### src/sv/bca_pkg.sv
`timescale 1ns / 1ps
// Shared types and constants of the block chain allocator.
package bca_pkg;

  localparam int OFF_W     = 16;  // word offset width
  localparam int TDATA_W   = 24;  // both channels: 18 payload bits padded to whole bytes
  localparam int FREE_W    = 32;  // blocks per word of the free map
  localparam int FREE_SH   = 5;   // log2 of FREE_W
  localparam int LINK_FREE = 0;
  localparam int LINK_END  = 1;
  localparam int LINK_BIAS = 2;   // a link to block k is stored as k + LINK_BIAS

  typedef enum logic [1:0] {
    CMD_ALLOC = 2'd0,
    CMD_FREE  = 2'd1,
    CMD_ADV   = 2'd2,
    CMD_EXT   = 2'd3
  } cmd_t;

  typedef enum logic [1:0] {
    ST_OK     = 2'd0,
    ST_FULL   = 2'd1,
    ST_BROKEN = 2'd2
  } status_t;

  typedef enum logic [3:0] {
    S_CLEAR,
    S_IDLE,
    S_DEC,
    S_CHK,
    S_LINK,
    S_FREE,
    S_SCAN,
    S_ALLOC,
    S_LINKW,
    S_OUT
  } state_t;

  typedef enum logic [2:0] {
    FM_NONE,
    FM_INIT,
    FM_SCAN,
    FM_TAKE,
    FM_RELEASE
  } fm_op_t;

endpackage

### src/sv/bca_link_mem.sv
`timescale 1ns / 1ps
// Link table memory: one write and one registered read per cycle, write-first on a collision.
module bca_link_mem #(
  parameter int DEPTH = 256,
  parameter int DW    = 9
) (
  input  logic                     clk,
  input  logic                     we,
  input  logic [$clog2(DEPTH)-1:0] waddr,
  input  logic [DW-1:0]            wdata,
  input  logic [$clog2(DEPTH)-1:0] raddr,
  output logic [DW-1:0]            rdata
);

  logic [DW-1:0] mem [DEPTH];
  logic [DW-1:0] rd_r;
  logic [DW-1:0] fwd_data_r;
  logic          fwd_r;

  always_ff @(posedge clk) begin
    if (we) begin
      mem[waddr] <= wdata;
    end
    rd_r       <= mem[raddr];
    fwd_r      <= we && (waddr == raddr);
    fwd_data_r <= wdata;
  end

  // A read of the entry written in the same cycle returns the new value.
  assign rdata = fwd_r ? fwd_data_r : rd_r;

endmodule

### src/sv/bca_free_map.sv
`timescale 1ns / 1ps
// Free block map: a word memory of free bits with a per-word summary and lowest-free search.
module bca_free_map #(
  parameter int BLOCKS = 256
) (
  input  logic                      clk,
  input  logic                      rst_n,
  input  bca_pkg::fm_op_t           op,
  input  logic [$clog2(BLOCKS)-1:0] idx,
  output logic                      any_free,
  output logic [$clog2(BLOCKS)-1:0] blk
);

  localparam int NW = (BLOCKS + bca_pkg::FREE_W - 1) / bca_pkg::FREE_W;
  localparam int WW = (NW > 1) ? $clog2(NW) : 1;
  localparam int BW = $clog2(BLOCKS);
  localparam int XW = WW + bca_pkg::FREE_SH;

  logic [bca_pkg::FREE_W-1:0]  mem [NW];
  logic [NW-1:0]               sum_r;
  logic [bca_pkg::FREE_W-1:0]  word_r;
  logic [WW-1:0]               wsel_r;
  logic [WW-1:0]               low_w;
  logic [bca_pkg::FREE_SH-1:0] low_b;
  logic [XW-1:0]               idx_x;
  logic [XW-1:0]               blk_x;
  logic [WW-1:0]               iw;
  logic [bca_pkg::FREE_SH-1:0] ib;
  logic                        we;
  logic [WW-1:0]               wa;
  logic [bca_pkg::FREE_W-1:0]  wmask;
  logic [bca_pkg::FREE_W-1:0]  wdata;

  assign any_free = |sum_r;
  assign idx_x    = XW'(idx);
  assign iw       = idx_x[XW-1:bca_pkg::FREE_SH];
  assign ib       = idx_x[bca_pkg::FREE_SH-1:0];
  assign blk_x    = {wsel_r, low_b};
  assign blk      = blk_x[BW-1:0];

  // Lowest word that still holds a free block.
  always_comb begin
    low_w = '0;
    for (int i = NW - 1; i >= 0; i--) begin
      if (sum_r[i]) begin
        low_w = WW'(i);
      end
    end
  end

  // Lowest free bit of the word that was read.
  always_comb begin
    low_b = '0;
    for (int i = bca_pkg::FREE_W - 1; i >= 0; i--) begin
      if (word_r[i]) begin
        low_b = bca_pkg::FREE_SH'(i);
      end
    end
  end

  always_comb begin
    we    = 1'b0;
    wa    = iw;
    wmask = '0;
    wdata = '0;
    unique case (op)
      bca_pkg::FM_INIT: begin
        // Bits past the last block stay clear so they are never handed out.
        we = (32'(idx) < NW);
        wa = idx_x[WW-1:0];
        wmask = '1;
        for (int i = 0; i < bca_pkg::FREE_W; i++) begin
          wdata[i] = (32'(idx) * bca_pkg::FREE_W + i) < BLOCKS;
        end
      end
      bca_pkg::FM_TAKE: begin
        we = 1'b1;
        wa = wsel_r;
        wmask[low_b] = 1'b1;
      end
      bca_pkg::FM_RELEASE: begin
        we = 1'b1;
        wa = iw;
        wmask[ib] = 1'b1;
        wdata = '1;
      end
      default: begin
        we = 1'b0;
      end
    endcase
  end

  always_ff @(posedge clk) begin
    if (we) begin
      for (int i = 0; i < bca_pkg::FREE_W; i++) begin
        if (wmask[i]) begin
          mem[wa][i] <= wdata[i];
        end
      end
    end
    if (op == bca_pkg::FM_SCAN) begin
      word_r <= mem[low_w];
      wsel_r <= low_w;
    end
  end

  always_ff @(posedge clk) begin
    if (!rst_n) begin
      sum_r <= '1;
    end else if (op == bca_pkg::FM_TAKE) begin
      sum_r[wsel_r] <= |(word_r & ~wmask);
    end else if (op == bca_pkg::FM_RELEASE) begin
      sum_r[iw] <= 1'b1;
    end
  end

endmodule

### src/sv/block_chain_allocator.sv
`timescale 1ns / 1ps
// Block chain allocator: top level with the command sequencer and result register.
//
// Chained block allocator in the manner of a file allocation table. Each command beat
// gives one result beat. After reset a clearing pass clears the link table and marks
// every block free in the free map; no command beat is taken until it ends. The time
// from an accepted command beat to the next one depends on its path: an offset outside
// the store, or an advance or extend inside a block, is answered after the decode; a
// crossing of a block boundary waits for the link table's registered read (one entry
// per step); allocate, and an extend that appends a block, read the free map before the
// lowest free bit is picked, and the extend then writes two link entries; free chain
// visits one link entry per step. The decode turns a word offset into a block and a
// position with two multiplies. A finished result may wait in the output register
// while the next command is taken.
module block_chain_allocator #(
  parameter int BLOCKS      = 256,
  parameter int BLOCK_WORDS = 128,
  parameter int BASE_WORDS  = 1000
) (
  input  logic                        clk,
  input  logic                        rst_n,
  input  logic                        in_tvalid,
  output logic                        in_tready,
  input  logic [bca_pkg::TDATA_W-1:0] in_tdata,   // [1:0] command, [17:2] word_offset
  output logic                        out_tvalid,
  input  logic                        out_tready,
  output logic [bca_pkg::TDATA_W-1:0] out_tdata   // [15:0] result_offset, [17:16] status
);

  localparam int BW    = $clog2(BLOCKS);
  localparam int LW    = $clog2(BLOCKS + 2);
  localparam int OW    = bca_pkg::OFF_W;
  localparam int DSH   = OW + $clog2(BLOCK_WORDS);
  localparam longint unsigned RECIP = ((64'd1 << DSH) + BLOCK_WORDS - 1) / BLOCK_WORDS;
  localparam int RW    = OW + 2;
  localparam int PW    = DSH + OW;

  bca_pkg::state_t  state_r, state_nxt;
  bca_pkg::cmd_t    cmd_r;
  logic [OW-1:0]    off_r;
  logic [OW-1:0]    x_r;
  logic             below_r;
  logic [OW-1:0]    q_r;
  logic [BW-1:0]    cur_r;
  logic [BW-1:0]    f_r;
  logic [BW-1:0]    clr_r;
  logic [OW-1:0]    res_r;
  bca_pkg::status_t st_r;
  logic             out_tvalid_r;
  logic [OW-1:0]    out_res_r;
  bca_pkg::status_t out_st_r;

  logic             in_acc;
  logic             out_free;
  logic [OW:0]      x_c;
  logic [PW-1:0]    prod;
  logic             in_range;
  logic             pos_last;
  logic [BW-1:0]    b_c;
  logic [LW-1:0]    e;
  logic [LW-1:0]    nb_l;
  logic             nb_ok;
  logic [BW-1:0]    ofs_blk;
  logic [31:0]      ofs_sum;

  logic             link_we;
  logic [BW-1:0]    link_waddr;
  logic [LW-1:0]    link_wdata;
  logic [BW-1:0]    link_raddr;
  bca_pkg::fm_op_t  fm_op;
  logic [BW-1:0]    fm_idx;
  logic             fm_any;
  logic [BW-1:0]    fm_blk;
  logic             res_load;
  logic [OW-1:0]    res_val;
  bca_pkg::status_t st_val;
  logic             cur_load;
  logic [BW-1:0]    cur_val;

  bca_link_mem #(
    .DEPTH (BLOCKS),
    .DW    (LW)
  ) u_link (
    .clk   (clk),
    .we    (link_we),
    .waddr (link_waddr),
    .wdata (link_wdata),
    .raddr (link_raddr),
    .rdata (e)
  );

  bca_free_map #(
    .BLOCKS (BLOCKS)
  ) u_free (
    .clk      (clk),
    .rst_n    (rst_n),
    .op       (fm_op),
    .idx      (fm_idx),
    .any_free (fm_any),
    .blk      (fm_blk)
  );

  assign in_tready  = (state_r == bca_pkg::S_IDLE);
  assign in_acc     = in_tvalid && in_tready;
  assign out_free   = !out_tvalid_r || out_tready;
  assign out_tvalid = out_tvalid_r;
  assign out_tdata  = {{(bca_pkg::TDATA_W - OW - 2){1'b0}}, out_st_r, out_res_r};

  // Block index by multiplying with a rounded-up reciprocal; exact for all 16-bit offsets.
  assign x_c  = {1'b0, off_r} - (OW + 1)'(BASE_WORDS);
  assign prod = PW'(x_c[OW-1:0]) * PW'(RW'(RECIP));

  assign in_range = !below_r && ({1'b0, q_r} < (OW + 1)'(BLOCKS));
  assign pos_last = 32'(x_r) == 32'(q_r) * 32'(BLOCK_WORDS) + 32'(BLOCK_WORDS - 1);
  assign b_c      = q_r[BW-1:0];

  assign nb_l  = e - LW'(bca_pkg::LINK_BIAS);
  assign nb_ok = nb_l < LW'(BLOCKS);

  assign ofs_blk = (state_r == bca_pkg::S_ALLOC) ? fm_blk : nb_l[BW-1:0];
  assign ofs_sum = 32'(BASE_WORDS) + 32'(ofs_blk) * 32'(BLOCK_WORDS);

  // Next state.
  always_comb begin
    state_nxt = state_r;
    unique case (state_r)
      bca_pkg::S_CLEAR: begin
        if (clr_r == BW'(BLOCKS - 1)) begin
          state_nxt = bca_pkg::S_IDLE;
        end
      end
      bca_pkg::S_IDLE: begin
        if (in_acc) begin
          state_nxt = (bca_pkg::cmd_t'(in_tdata[1:0]) == bca_pkg::CMD_ALLOC) ?
                      bca_pkg::S_SCAN : bca_pkg::S_DEC;
        end
      end
      bca_pkg::S_DEC: begin
        state_nxt = bca_pkg::S_CHK;
      end
      bca_pkg::S_CHK: begin
        priority if (!in_range) begin
          state_nxt = bca_pkg::S_OUT;
        end else if (cmd_r == bca_pkg::CMD_FREE) begin
          state_nxt = bca_pkg::S_FREE;
        end else if (!pos_last) begin
          state_nxt = bca_pkg::S_OUT;
        end else begin
          state_nxt = bca_pkg::S_LINK;
        end
      end
      bca_pkg::S_LINK: begin
        if (e == LW'(bca_pkg::LINK_END) && cmd_r == bca_pkg::CMD_EXT) begin
          state_nxt = bca_pkg::S_SCAN;
        end else begin
          state_nxt = bca_pkg::S_OUT;
        end
      end
      bca_pkg::S_FREE: begin
        if (e == LW'(bca_pkg::LINK_FREE) || e == LW'(bca_pkg::LINK_END) || !nb_ok) begin
          state_nxt = bca_pkg::S_OUT;
        end
      end
      bca_pkg::S_SCAN: begin
        state_nxt = fm_any ? bca_pkg::S_ALLOC : bca_pkg::S_OUT;
      end
      bca_pkg::S_ALLOC: begin
        state_nxt = (cmd_r == bca_pkg::CMD_EXT) ? bca_pkg::S_LINKW : bca_pkg::S_OUT;
      end
      bca_pkg::S_LINKW: begin
        state_nxt = bca_pkg::S_OUT;
      end
      bca_pkg::S_OUT: begin
        if (out_free) begin
          state_nxt = bca_pkg::S_IDLE;
        end
      end
      default: begin
        state_nxt = bca_pkg::S_IDLE;
      end
    endcase
  end

  // Memory controls and result values.
  always_comb begin
    link_we    = 1'b0;
    link_waddr = cur_r;
    link_wdata = LW'(bca_pkg::LINK_FREE);
    link_raddr = cur_r;
    fm_op      = bca_pkg::FM_NONE;
    fm_idx     = cur_r;
    res_load   = 1'b0;
    res_val    = '0;
    st_val     = bca_pkg::ST_OK;
    cur_load   = 1'b0;
    cur_val    = b_c;
    unique case (state_r)
      bca_pkg::S_CLEAR: begin
        link_we    = 1'b1;
        link_waddr = clr_r;
        fm_op      = bca_pkg::FM_INIT;
        fm_idx     = clr_r;
      end
      bca_pkg::S_CHK: begin
        link_raddr = b_c;
        priority if (!in_range) begin
          res_load = 1'b1;
          st_val   = bca_pkg::ST_BROKEN;
        end else if (cmd_r == bca_pkg::CMD_FREE) begin
          cur_load = 1'b1;
        end else if (!pos_last) begin
          res_load = 1'b1;
          res_val  = off_r + OW'(1);
        end else begin
          cur_load = 1'b1;
        end
      end
      bca_pkg::S_LINK: begin
        res_load = 1'b1;
        priority if (e == LW'(bca_pkg::LINK_FREE)) begin
          st_val = bca_pkg::ST_BROKEN;
        end else if (e == LW'(bca_pkg::LINK_END)) begin
          // Extend goes on to the allocation, which sets the result again.
          st_val = bca_pkg::ST_BROKEN;
        end else if (!nb_ok) begin
          st_val = bca_pkg::ST_BROKEN;
        end else begin
          res_val = ofs_sum[OW-1:0];
        end
      end
      bca_pkg::S_FREE: begin
        priority if (e == LW'(bca_pkg::LINK_FREE)) begin
          res_load = 1'b1;
          st_val   = bca_pkg::ST_BROKEN;
        end else begin
          link_we    = 1'b1;
          link_waddr = cur_r;
          fm_op      = bca_pkg::FM_RELEASE;
          fm_idx     = cur_r;
          if (e == LW'(bca_pkg::LINK_END)) begin
            res_load = 1'b1;
          end else if (!nb_ok) begin
            res_load = 1'b1;
            st_val   = bca_pkg::ST_BROKEN;
          end else begin
            // The next read may hit the entry cleared now; the memory forwards it.
            link_raddr = nb_l[BW-1:0];
            cur_load   = 1'b1;
            cur_val    = nb_l[BW-1:0];
          end
        end
      end
      bca_pkg::S_SCAN: begin
        if (fm_any) begin
          fm_op = bca_pkg::FM_SCAN;
        end else begin
          res_load = 1'b1;
          st_val   = bca_pkg::ST_FULL;
        end
      end
      bca_pkg::S_ALLOC: begin
        fm_op      = bca_pkg::FM_TAKE;
        link_we    = 1'b1;
        link_waddr = fm_blk;
        link_wdata = LW'(bca_pkg::LINK_END);
        res_load   = 1'b1;
        res_val    = ofs_sum[OW-1:0];
      end
      bca_pkg::S_LINKW: begin
        link_we    = 1'b1;
        link_waddr = cur_r;
        link_wdata = LW'(f_r) + LW'(bca_pkg::LINK_BIAS);
      end
      default: begin
        link_we = 1'b0;
      end
    endcase
  end

  always_ff @(posedge clk) begin
    if (!rst_n) begin
      state_r      <= bca_pkg::S_CLEAR;
      clr_r        <= '0;
      out_tvalid_r <= 1'b0;
    end else begin
      state_r <= state_nxt;
      if (state_r == bca_pkg::S_CLEAR) begin
        clr_r <= clr_r + BW'(1);
      end
      if (state_r == bca_pkg::S_OUT && out_free) begin
        out_tvalid_r <= 1'b1;
      end else if (out_tready) begin
        out_tvalid_r <= 1'b0;
      end
    end
  end

  always_ff @(posedge clk) begin
    if (in_acc) begin
      cmd_r <= bca_pkg::cmd_t'(in_tdata[1:0]);
      off_r <= in_tdata[OW+1:2];
    end
    if (state_r == bca_pkg::S_DEC) begin
      x_r     <= x_c[OW-1:0];
      below_r <= x_c[OW];
      q_r     <= prod[DSH +: OW];
    end
    if (cur_load) begin
      cur_r <= cur_val;
    end
    if (state_r == bca_pkg::S_ALLOC) begin
      f_r <= fm_blk;
    end
    if (res_load) begin
      res_r <= res_val;
      st_r  <= st_val;
    end
    if (state_r == bca_pkg::S_OUT && out_free) begin
      out_res_r <= res_r;
      out_st_r  <= st_r;
    end
  end

endmodule

### config.mk
export PLATFORM = sky130hd
export DESIGN_NAME = block_chain_allocator
export DESIGN_NICKNAME = d
export VERILOG_FILES = /design/src/sv/bca_pkg.sv /design/src/sv/bca_link_mem.sv /design/src/sv/bca_free_map.sv /design/src/sv/block_chain_allocator.sv
export SDC_FILE = /design/constraint.sdc
export NUM_CORES = 2
export LEC_CHECK = 0
export ABC_AREA = 1
export BUFFER_PORTS_ARGS = -buffer_cell sky130_fd_sc_hd__buf_2
export CORE_MARGIN = 8
export CORE_UTILIZATION = 60
export DETAILED_ROUTE_END_ITERATION = 8
export PLACE_DENSITY_LB_ADDON = 0.08
export SKIP_LAST_GASP = 1
export SLEW_MARGIN = 20
export SYNTH_ARGS = -nofsm -noshare
export SYNTH_HDL_FRONTEND = slang
export SYNTH_SLANG_ARGS = --single-unit
### constraint.sdc
create_clock -name clk -period 27 [get_ports clk]
set_input_delay 1.35 -clock clk [delete_from_list [all_inputs] [get_ports clk]]
set_output_delay 1.35 -clock clk [all_outputs]
set_load 0.01 [all_outputs]
Word-level counts from Yosys, hierarchy flattened --
Memories as Yosys holds them, arrays and structs flattened. A register that Yosys moved wholly into a read port is not among the register bits. Cells that the tools add are included.
Operators by class: $add $sub $neg 38, multiply operators 0, div/mod/pow operators 0, $lt $le $gt $ge 43, equal/unequal tests 23, shift-type cells 0, mux-type cells 215, bitwise logic cells 3, reduce and logical (&&, ||, !) cells 26
Operators with widths (count):
- $lt 32x9->1 const B | 31
- $add 13x5->14 const B | 16
- $mux 5 | 32
- $mux 1 | 120
- $add 13x4->14 const B | 8
- $mux 16 | 6
- $pmux 32 s3 | 1
- $mux 8 | 11
- $pmux 32 s2 | 1
- $add 13x3->14 const B | 4
- $pmux 16 s3 | 1
- $pmux 4 s10 | 1
- $mux 4 | 9
- $and 32x32->32 | 1
- $not 32->32 | 1
- $pmux 8 s2 | 2
- $reduce_or 32->1 | 1
- $mux 3 | 10
- $add 13x2->14 const B | 2
- $lt 9x9->1 const B | 2
- $pmux 9 s2 | 1
- $add 16x7->17 const B | 1
- $eq 16x17->1 | 1
- $sub 16x10->17 const B | 1
- 48 further kinds | 84
Word-level totals: register bits 130, latch bits 0, RAM bits 2560, memory bits (read-only) 0, input bits 28, output and inout bits 26, logic and storage cells 368, memories 2
Memories:
- u_link.mem | depth 256, width 9, read ports 1, clocked after Yosys merged registers in 1, wr ports 1, RTL line bca_link_mem.sv:15 | logic [DW-1:0] mem [DEPTH];
- u_free.mem | depth 8, width 32, read ports 1, clocked after Yosys merged registers in 1, wr ports 1, RTL line bca_free_map.sv:19 | logic [bca_pkg::FREE_W-1:0] mem [NW];

Depth between registers and ports, before layout --
depth after elaboration 42, gate-level depth with buffers 44, mapped depth without buffers 44

By module --
Synthesis repeated with hierarchy kept, for this count alone.
Second synthesis, totals: cell total of the unflattened synthesis 9961, area, all modules 113192.3 um^2
Modules (own cells, without submodules):
- bca_link_mem | times used 1, cells each 7859, area each 93699.9 um^2, sequential area each 69566.7 um^2
- bca_free_map | times used 1, cells each 1526, area each 14213.6 um^2, sequential area each 8898.5 um^2
- block_chain_allocator | times used 1, cells each 576, area each 5278.8 um^2, sequential area each 2872.8 um^2

Worst setup path before layout --
OpenSTA, ideal clock, no wires.
kind reg-to-reg, start register state_r[0], end memory u_link.mem[0][8] (data pin), library setup time 2.822 ns, arrival 14.441 ns, data required time 24.178 ns, setup slack 9.738 ns, cell stages (with the launch flop) 6, path buffers 0, period minus slack after synthesis 17.262 ns, cells stage by stage dfxtp_1 nor2_1 inv_1 nor3_1 inv_1 nor4_1
On the way: longest elaborated chain between the ends 2, elaborated cells on any way between the ends 3, those cells by class 2 x eq/ne; 1 x mux
Ends and longest elaborated chain:
- start: declaration | RTL line block_chain_allocator.sv:38 | bca_pkg::state_t state_r, state_nxt;
- start signal: assignment | RTL line block_chain_allocator.sv:282 | state_r <= bca_pkg::S_CLEAR;
- start signal: assignment | RTL line block_chain_allocator.sv:286 | state_r <= state_nxt;
- $eq 4x4->1 or $eq 4x3->1 (tied branches) | RTL line block_chain_allocator.sv:197 | unique case (state_r)
- $pmux 9 s2 (*) | RTL line block_chain_allocator.sv:197
- named net link_wdata[8] | RTL line block_chain_allocator.sv:68 | logic [LW-1:0] link_wdata;
- end: declaration | RTL line bca_link_mem.sv:15
The timed path passes the listed nets; every way through them passes the cells marked *.

Final worst setup path --
start register u_link.fwd_r, end register u_link.rd_r[3], read port of u_link.mem
On the way: longest elaborated chain between the ends 7, elaborated cells on any way between the ends 9, those cells by class 1 x add/sub; 1 x order compare; 1 x eq/ne; 5 x mux; 1 x reduce/logical
Ends and longest elaborated chain:
- start: declaration | RTL line bca_link_mem.sv:18 | logic fwd_r;
- start signal: assignment | RTL line bca_link_mem.sv:25 | fwd_r <= we && (waddr == raddr);
- $mux 9 (*) | RTL line bca_link_mem.sv:30 | assign rdata = fwd_r ? fwd_data_r : rd_r;
- $sub 9x2->9 | RTL line block_chain_allocator.sv:117 | assign nb_l = e - LW'(bca_pkg::LINK_BIAS);
- $lt 9x9->1 | RTL line block_chain_allocator.sv:118 | assign nb_ok = nb_l < LW'(BLOCKS);
- $mux 8 | RTL line block_chain_allocator.sv:242 | end else if (!nb_ok) begin
- $mux 8 | RTL line block_chain_allocator.sv:240 | if (e == LW'(bca_pkg::LINK_END)) begin
- $mux 8 (*) | RTL line block_chain_allocator.sv:232 | priority if (e == LW'(bca_pkg::LINK_FREE)) begin
- $pmux 8 s2 (*) | RTL line block_chain_allocator.sv:197
- end: declaration | RTL line bca_link_mem.sv:16 | logic [DW-1:0] rd_r;
Every way passes the cells marked *; elsewhere a longest branch is shown, timed or not. A chain may end at the register's enable or synchronous reset.

==> metrics.txt <==
# TYPE chip_impl_metric gauge
chip_impl_info{name="result_of_the_run",value="complete, no violations"} 1
chip_impl_metric{name="area_post_placement",unit="µm²"} 112500
chip_impl_metric{name="synth-edff-count",unit=""} 2682
chip_impl_metric{name="drt_first_pass_iters",unit=""} 6
chip_impl_metric{name="net-switching-power",unit="mW"} 1.597
chip_impl_metric{name="avgRoutedWirePerCell",unit="µm"} 25.73
chip_impl_metric{name="cellPowerDensity",unit="nW/µm²"} 68.52
chip_impl_metric{name="finalNetCount",unit=""} 8815
chip_impl_metric{name="reg2regPathDepth",unit=""} 25
chip_impl_info{name="hold_path_startpoint",value="st_r[0]"} 1
chip_impl_metric{name="global_placer_s_final_weighted_congestion",unit=""} 0.9176
chip_impl_info{name="synth_top_cells_by_count",value="2682 x sky130_fd_sc_hd__edfxtp_1, 2256 x sky130_fd_sc_hd__nor2_1, 1228 x sky130_fd_sc_hd__o21ai_0"} 1
chip_impl_info{name="crit-reg2reg-launch",value="u_link.fwd_r"} 1
chip_impl_metric{name="cts_buffers",unit=""} 288
chip_impl_metric{name="n_fill_cell",unit=""} 13510
chip_impl_metric{name="tritoncts_num_sinks",unit=""} 2722
chip_impl_metric{name="fin_clk_skew",unit="ns"} 0.05023
chip_impl_metric{name="worst_slew_margin_relative_to_its_limit",unit="%"} 23.67
chip_impl_metric{name="die_h",unit="µm"} 445.4
chip_impl_metric{name="ys_async_sr_fraction",unit="%"} 0
chip_impl_metric{name="area_growth",unit="%"} 9.414
chip_impl_metric{name="synth_top_area_share",unit="%"} 72.81
chip_impl_metric{name="drt-initial-drc-count",unit=""} 9902
chip_impl_metric{name="initial_utilization",unit="%"} 60.42
chip_impl_metric{name="totalPowerFinal",unit="mW"} 8.293
chip_impl_metric{name="placement_rows",unit=""} 157
chip_impl_metric{name="ys_ff_latch",unit=""} 2722
chip_impl_metric{name="total_internal_power",unit="mW"} 6.696
chip_impl_info{name="post-synth-top-count-cell",value="sky130_fd_sc_hd__edfxtp_1"} 1
chip_impl_metric{name="min_period",unit="ns"} 8.216
chip_impl_metric{name="core",unit="µm²"} 183100
chip_impl_info{name="grt_setup_unrepaired",value="false"} 1
chip_impl_metric{name="floorplan.io_pins",unit=""} 54
chip_impl_metric{name="first_global_vias",unit=""} 67980
chip_impl_info{name="timing.critical_path.mode_cell",value="sky130_fd_sc_hd__buf_4"} 1
chip_impl_info{name="tritoncts_clock_tree",value="built"} 1
chip_impl_metric{name="yosysWarnings",unit=""} 0
chip_impl_metric{name="timing.critical_path.required",unit="ns"} 27.80
chip_impl_metric{name="setup.reg_to_reg.worst_slack",unit="ns"} 18.78
chip_impl_info{name="synth_largest_area_cell",value="sky130_fd_sc_hd__edfxtp_1"} 1
chip_impl_info{name="critical_path.slowest_cell",value="sky130_fd_sc_hd__buf_4"} 1
chip_impl_metric{name="dr_total_vias",unit=""} 72730
chip_impl_metric{name="worst-slew-pin-transition",unit="ns"} 1.145
chip_impl_info{name="min_path_type",value="reg2reg"} 1
chip_impl_metric{name="p_sw_share",unit="%"} 19.26
chip_impl_metric{name="clk_path_buf_depth",unit=""} 4
chip_impl_metric{name="timing.final.crit_share",unit="%"} 30.43
chip_impl_metric{name="share_clk_of_total_power",unit="%"} 43.9
chip_impl_metric{name="pwr-share-seq",unit="%"} 55.3
chip_impl_metric{name="groute.usage.overall",unit="%"} 28.72
chip_impl_metric{name="worstPathArrival",unit="ns"} 9.02
chip_impl_info{name="min_delay_worst_endpoint",value="out_st_r[0]"} 1
chip_impl_metric{name="irDropWorstVdd",unit="V"} 0.00006018
chip_impl_metric{name="global_route_wire_length_before_repair",unit="mm"} 431.9
chip_impl_metric{name="fin_area",unit="µm²"} 121000
chip_impl_metric{name="place.detailed.hpwl",unit="mm"} 161.2
chip_impl_metric{name="post_cts_buffers",unit=""} 0
chip_impl_metric{name="die-width",unit="µm"} 445.4
chip_impl_metric{name="holdBufCountCts",unit=""} 0
chip_impl_metric{name="gate_count_post_synth",unit=""} 8950
chip_impl_metric{name="globalRoute.totalOverflow",unit=""} 0
chip_impl_metric{name="grt_antenna_before_repair",unit=""} 6
chip_impl_metric{name="multi_input_combinational_cell_area",unit="µm²"} 25970
chip_impl_metric{name="drc",unit=""} 0
chip_impl_metric{name="layout-drive-gt1-share",unit="%"} 6.620
chip_impl_info{name="cell_types_with_the_largest_area_share_after_synthesis",value="sky130_fd_sc_hd__edfxtp_1 73%, sky130_fd_sc_hd__nor2_1 7.7%, sky130_fd_sc_hd__o21ai_0 5.6%"} 1
chip_impl_info{name="cp-start-kind",value="flop"} 1
chip_impl_metric{name="netlist-cell-type-count",unit=""} 56
chip_impl_metric{name="clkTransAtPathRegs",unit="ns"} 0.06
chip_impl_metric{name="io_buffer_count",unit=""} 41
chip_impl_metric{name="crit_path_max_fanout",unit=""} 117
chip_impl_metric{name="postCtsResizedCells",unit=""} 0
chip_impl_metric{name="routed_wirelength",unit="mm"} 294.3
chip_impl_metric{name="hold_violations",unit=""} 0
chip_impl_metric{name="power.static_leakage",unit="nW"} 37.58
chip_impl_metric{name="timing_max_transition_violations_final",unit=""} 0
chip_impl_metric{name="ant_nets",unit=""} 0
chip_impl_metric{name="synth_area_per_cell",unit="µm²"} 12.36
chip_impl_metric{name="floorplan.die_area",unit="µm²"} 198400
chip_impl_metric{name="setup_failing_eps_final",unit=""} 0
chip_impl_metric{name="finalNonFillerCells",unit=""} 11440
chip_impl_info{name="postSynth.topFlopCell",value="sky130_fd_sc_hd__edfxtp_1"} 1
chip_impl_metric{name="placed_instances",unit=""} 10950
chip_impl_metric{name="h-tree-depth",unit=""} 5
chip_impl_info{name="r2r_end",value="u_link.rd_r[3]"} 1
chip_impl_info{name="endpoint_kind",value="flop"} 1
chip_impl_metric{name="hold-worst-slack",unit="ns"} 0.4192
chip_impl_info{name="root_buffer",value="sky130_fd_sc_hd__clkbuf_16"} 1
chip_impl_metric{name="cap_violations",unit=""} 0
chip_impl_info{name="setup.worst_path.class",value="reg2reg"} 1
chip_impl_metric{name="insertion_delay",unit="ns"} 0.93
chip_impl_metric{name="vias_per_cell",unit=""} 6.356
chip_impl_metric{name="power_frac_comb",unit="%"} 0.8
chip_impl_metric{name="top_achievable_clock_speed",unit="MHz"} 121.7
chip_impl_metric{name="seqCellArea",unit="µm²"} 81340
chip_impl_metric{name="pin_count_of_the_biggest_net_entering_global_routing",unit=""} 211
chip_impl_metric{name="whs_path_depth",unit=""} 0
chip_impl_metric{name="post_synth_instance_area",unit="µm²"} 110600
chip_impl_metric{name="timing.critical_path.slowest_cell_delay",unit="ns"} 0.75
chip_impl_metric{name="synth_sequential_area_ratio",unit="%"} 73.53
chip_impl_metric{name="accumulated_negative_setup_slack",unit="ns"} 0
==> registers in the layout (all words and copies together) (netlist names), 4 cells and up <==
| register | count |
|---|---|
| u_free.sum_r | 8 |
| res_r | 16 |
| off_r | 16 |
| u_link.fwd_data_r | 9 |
| x_r | 15 |
| u_link.mem | 2304 |
| out_res_r | 16 |
| clr_r | 8 |
| u_link.rd_r | 9 |
| state_r | 4 |
| cur_r | 8 |
| u_free.mem | 256 |
| f_r | 8 |
| u_free.word_r | 32 |
==> metrics by stage <==
| stage | setup WS (ns) | util, % |
|---|---|---|
| floorplan | 9.738 | - |
| global placement | 19.05 | 61.45 |
| detailed placement | 18.94 | 61.45 |
| CTS | 18.92 | 66.09 |
| global route | 18.27 | 66.10 |
| finish | 18.78 | 66.11 |
==> critical path, delay by kind of cell, from the launching register on <==
family                 cells  cell delay [ns]
buffers and inverters      6             3.37
AND/OR/NAND/NOR           13             2.48
AO/OA/AOI/OAI              5             1.04
flip-flops                 1             0.62
multiplexers               1             0.38
==> cell families (layout without fill, tap and decap cells) <==
| logic type | after synthesis | after routing | synth area share [%] |
|---|---|---|---|
| other cells | 1 | 11 | 0.003390 |
| xor+xnor | 19 | 19 | 0.1504 |
| simple gates | 2838 | 2838 | 10.04 |
| compound gates | 2517 | 2517 | 12.93 |
| mux | 6 | 6 | 0.05430 |
| buf+inv | 840 | 858 | 3.215 |
| fa+ha+maj | 7 | 7 | 0.07917 |
| flops | 2722 | 2722 | 73.53 |
==> layout make-up <==
cell class	count	area share, %
clock inverters	111	0.6130
flip-flops and latches	2722	67.20
repair buffers	170	1.106
multi-input cells	5393	21.46
well taps	2464	2.547
clock buffers	372	6.402
diodes	5	0.01034
inverters	205	0.6585
==> power groups by stage <==
stage | sequential (mW) | clock (mW) | combinational, mW
2_1_floorplan | 4.68 | 0 | 0.0329
3_3_place_gp | 4.68 | 0 | 0.0593
3_5_place_dp | 4.68 | 0 | 0.0615
4_1_cts | 4.59 | 3.68 | 0.0618
5_1_grt | 4.59 | 3.84 | 0.0672
6_report | 4.59 | 3.64 | 0.0630
==> cells in the final DEF, fill, tap and decap left out, types with 6 or more instances in the layout <==
cell type / n
sky130_fd_sc_hd__clkbuf_16: 297
sky130_fd_sc_hd__nor3_1: 30
sky130_fd_sc_hd__o21ai_1: 399
sky130_fd_sc_hd__buf_12: 12
sky130_fd_sc_hd__nor2_1: 2252
sky130_fd_sc_hd__clkbuf_1: 70
sky130_fd_sc_hd__buf_2: 41
sky130_fd_sc_hd__xor2_1: 16
sky130_fd_sc_hd__mux2i_1: 6
sky130_fd_sc_hd__o22ai_1: 531
sky130_fd_sc_hd__clkinv_1: 63
sky130_fd_sc_hd__inv_2: 9
sky130_fd_sc_hd__dfxtp_1: 40
sky130_fd_sc_hd__nand3_1: 198
sky130_fd_sc_hd__nand2_2: 18
sky130_fd_sc_hd__nand2_1: 280
sky130_fd_sc_hd__buf_4: 113
sky130_fd_sc_hd__o21ai_0: 1225
sky130_fd_sc_hd__clkinv_2: 40
sky130_fd_sc_hd__ha_1: 7
sky130_fd_sc_hd__conb_1: 6
sky130_fd_sc_hd__inv_1: 183
sky130_fd_sc_hd__edfxtp_1: 2682
sky130_fd_sc_hd__nand4_1: 26
sky130_fd_sc_hd__o221ai_1: 228
sky130_fd_sc_hd__a21oi_1: 58
sky130_fd_sc_hd__a31oi_1: 42
sky130_fd_sc_hd__bufinv_16: 9
==> per-layer routing <==
layer  share of wire [%]  global-route usage (%)
met1                  40                   40.68
met2                  45                   43.26
met3                  10                   6.389
met4                 4.7                   12.65
met5               0.017                       0
==> worst max-delay path by stage <==
stage / startpoint / to / slack, ns / depth (start not counted)
final: u_link.fwd_r / u_link.rd_r[3] / 18.78 / 25
after global routing: u_link.fwd_r / u_link.rd_r[3] / 18.27 / 25
after CTS: u_link.fwd_r / u_link.rd_r[3] / 18.92 / 25
after detailed placement: u_link.fwd_r / u_link.rd_r[3] / 18.94 / 25
after global placement: u_link.fwd_r / u_link.rd_r[3] / 19.05 / 25
after floorplan: state_r[0] / u_link.mem[0][8] / 9.74 / 5
Note: power is estimated with default switching activity, not from simulation.
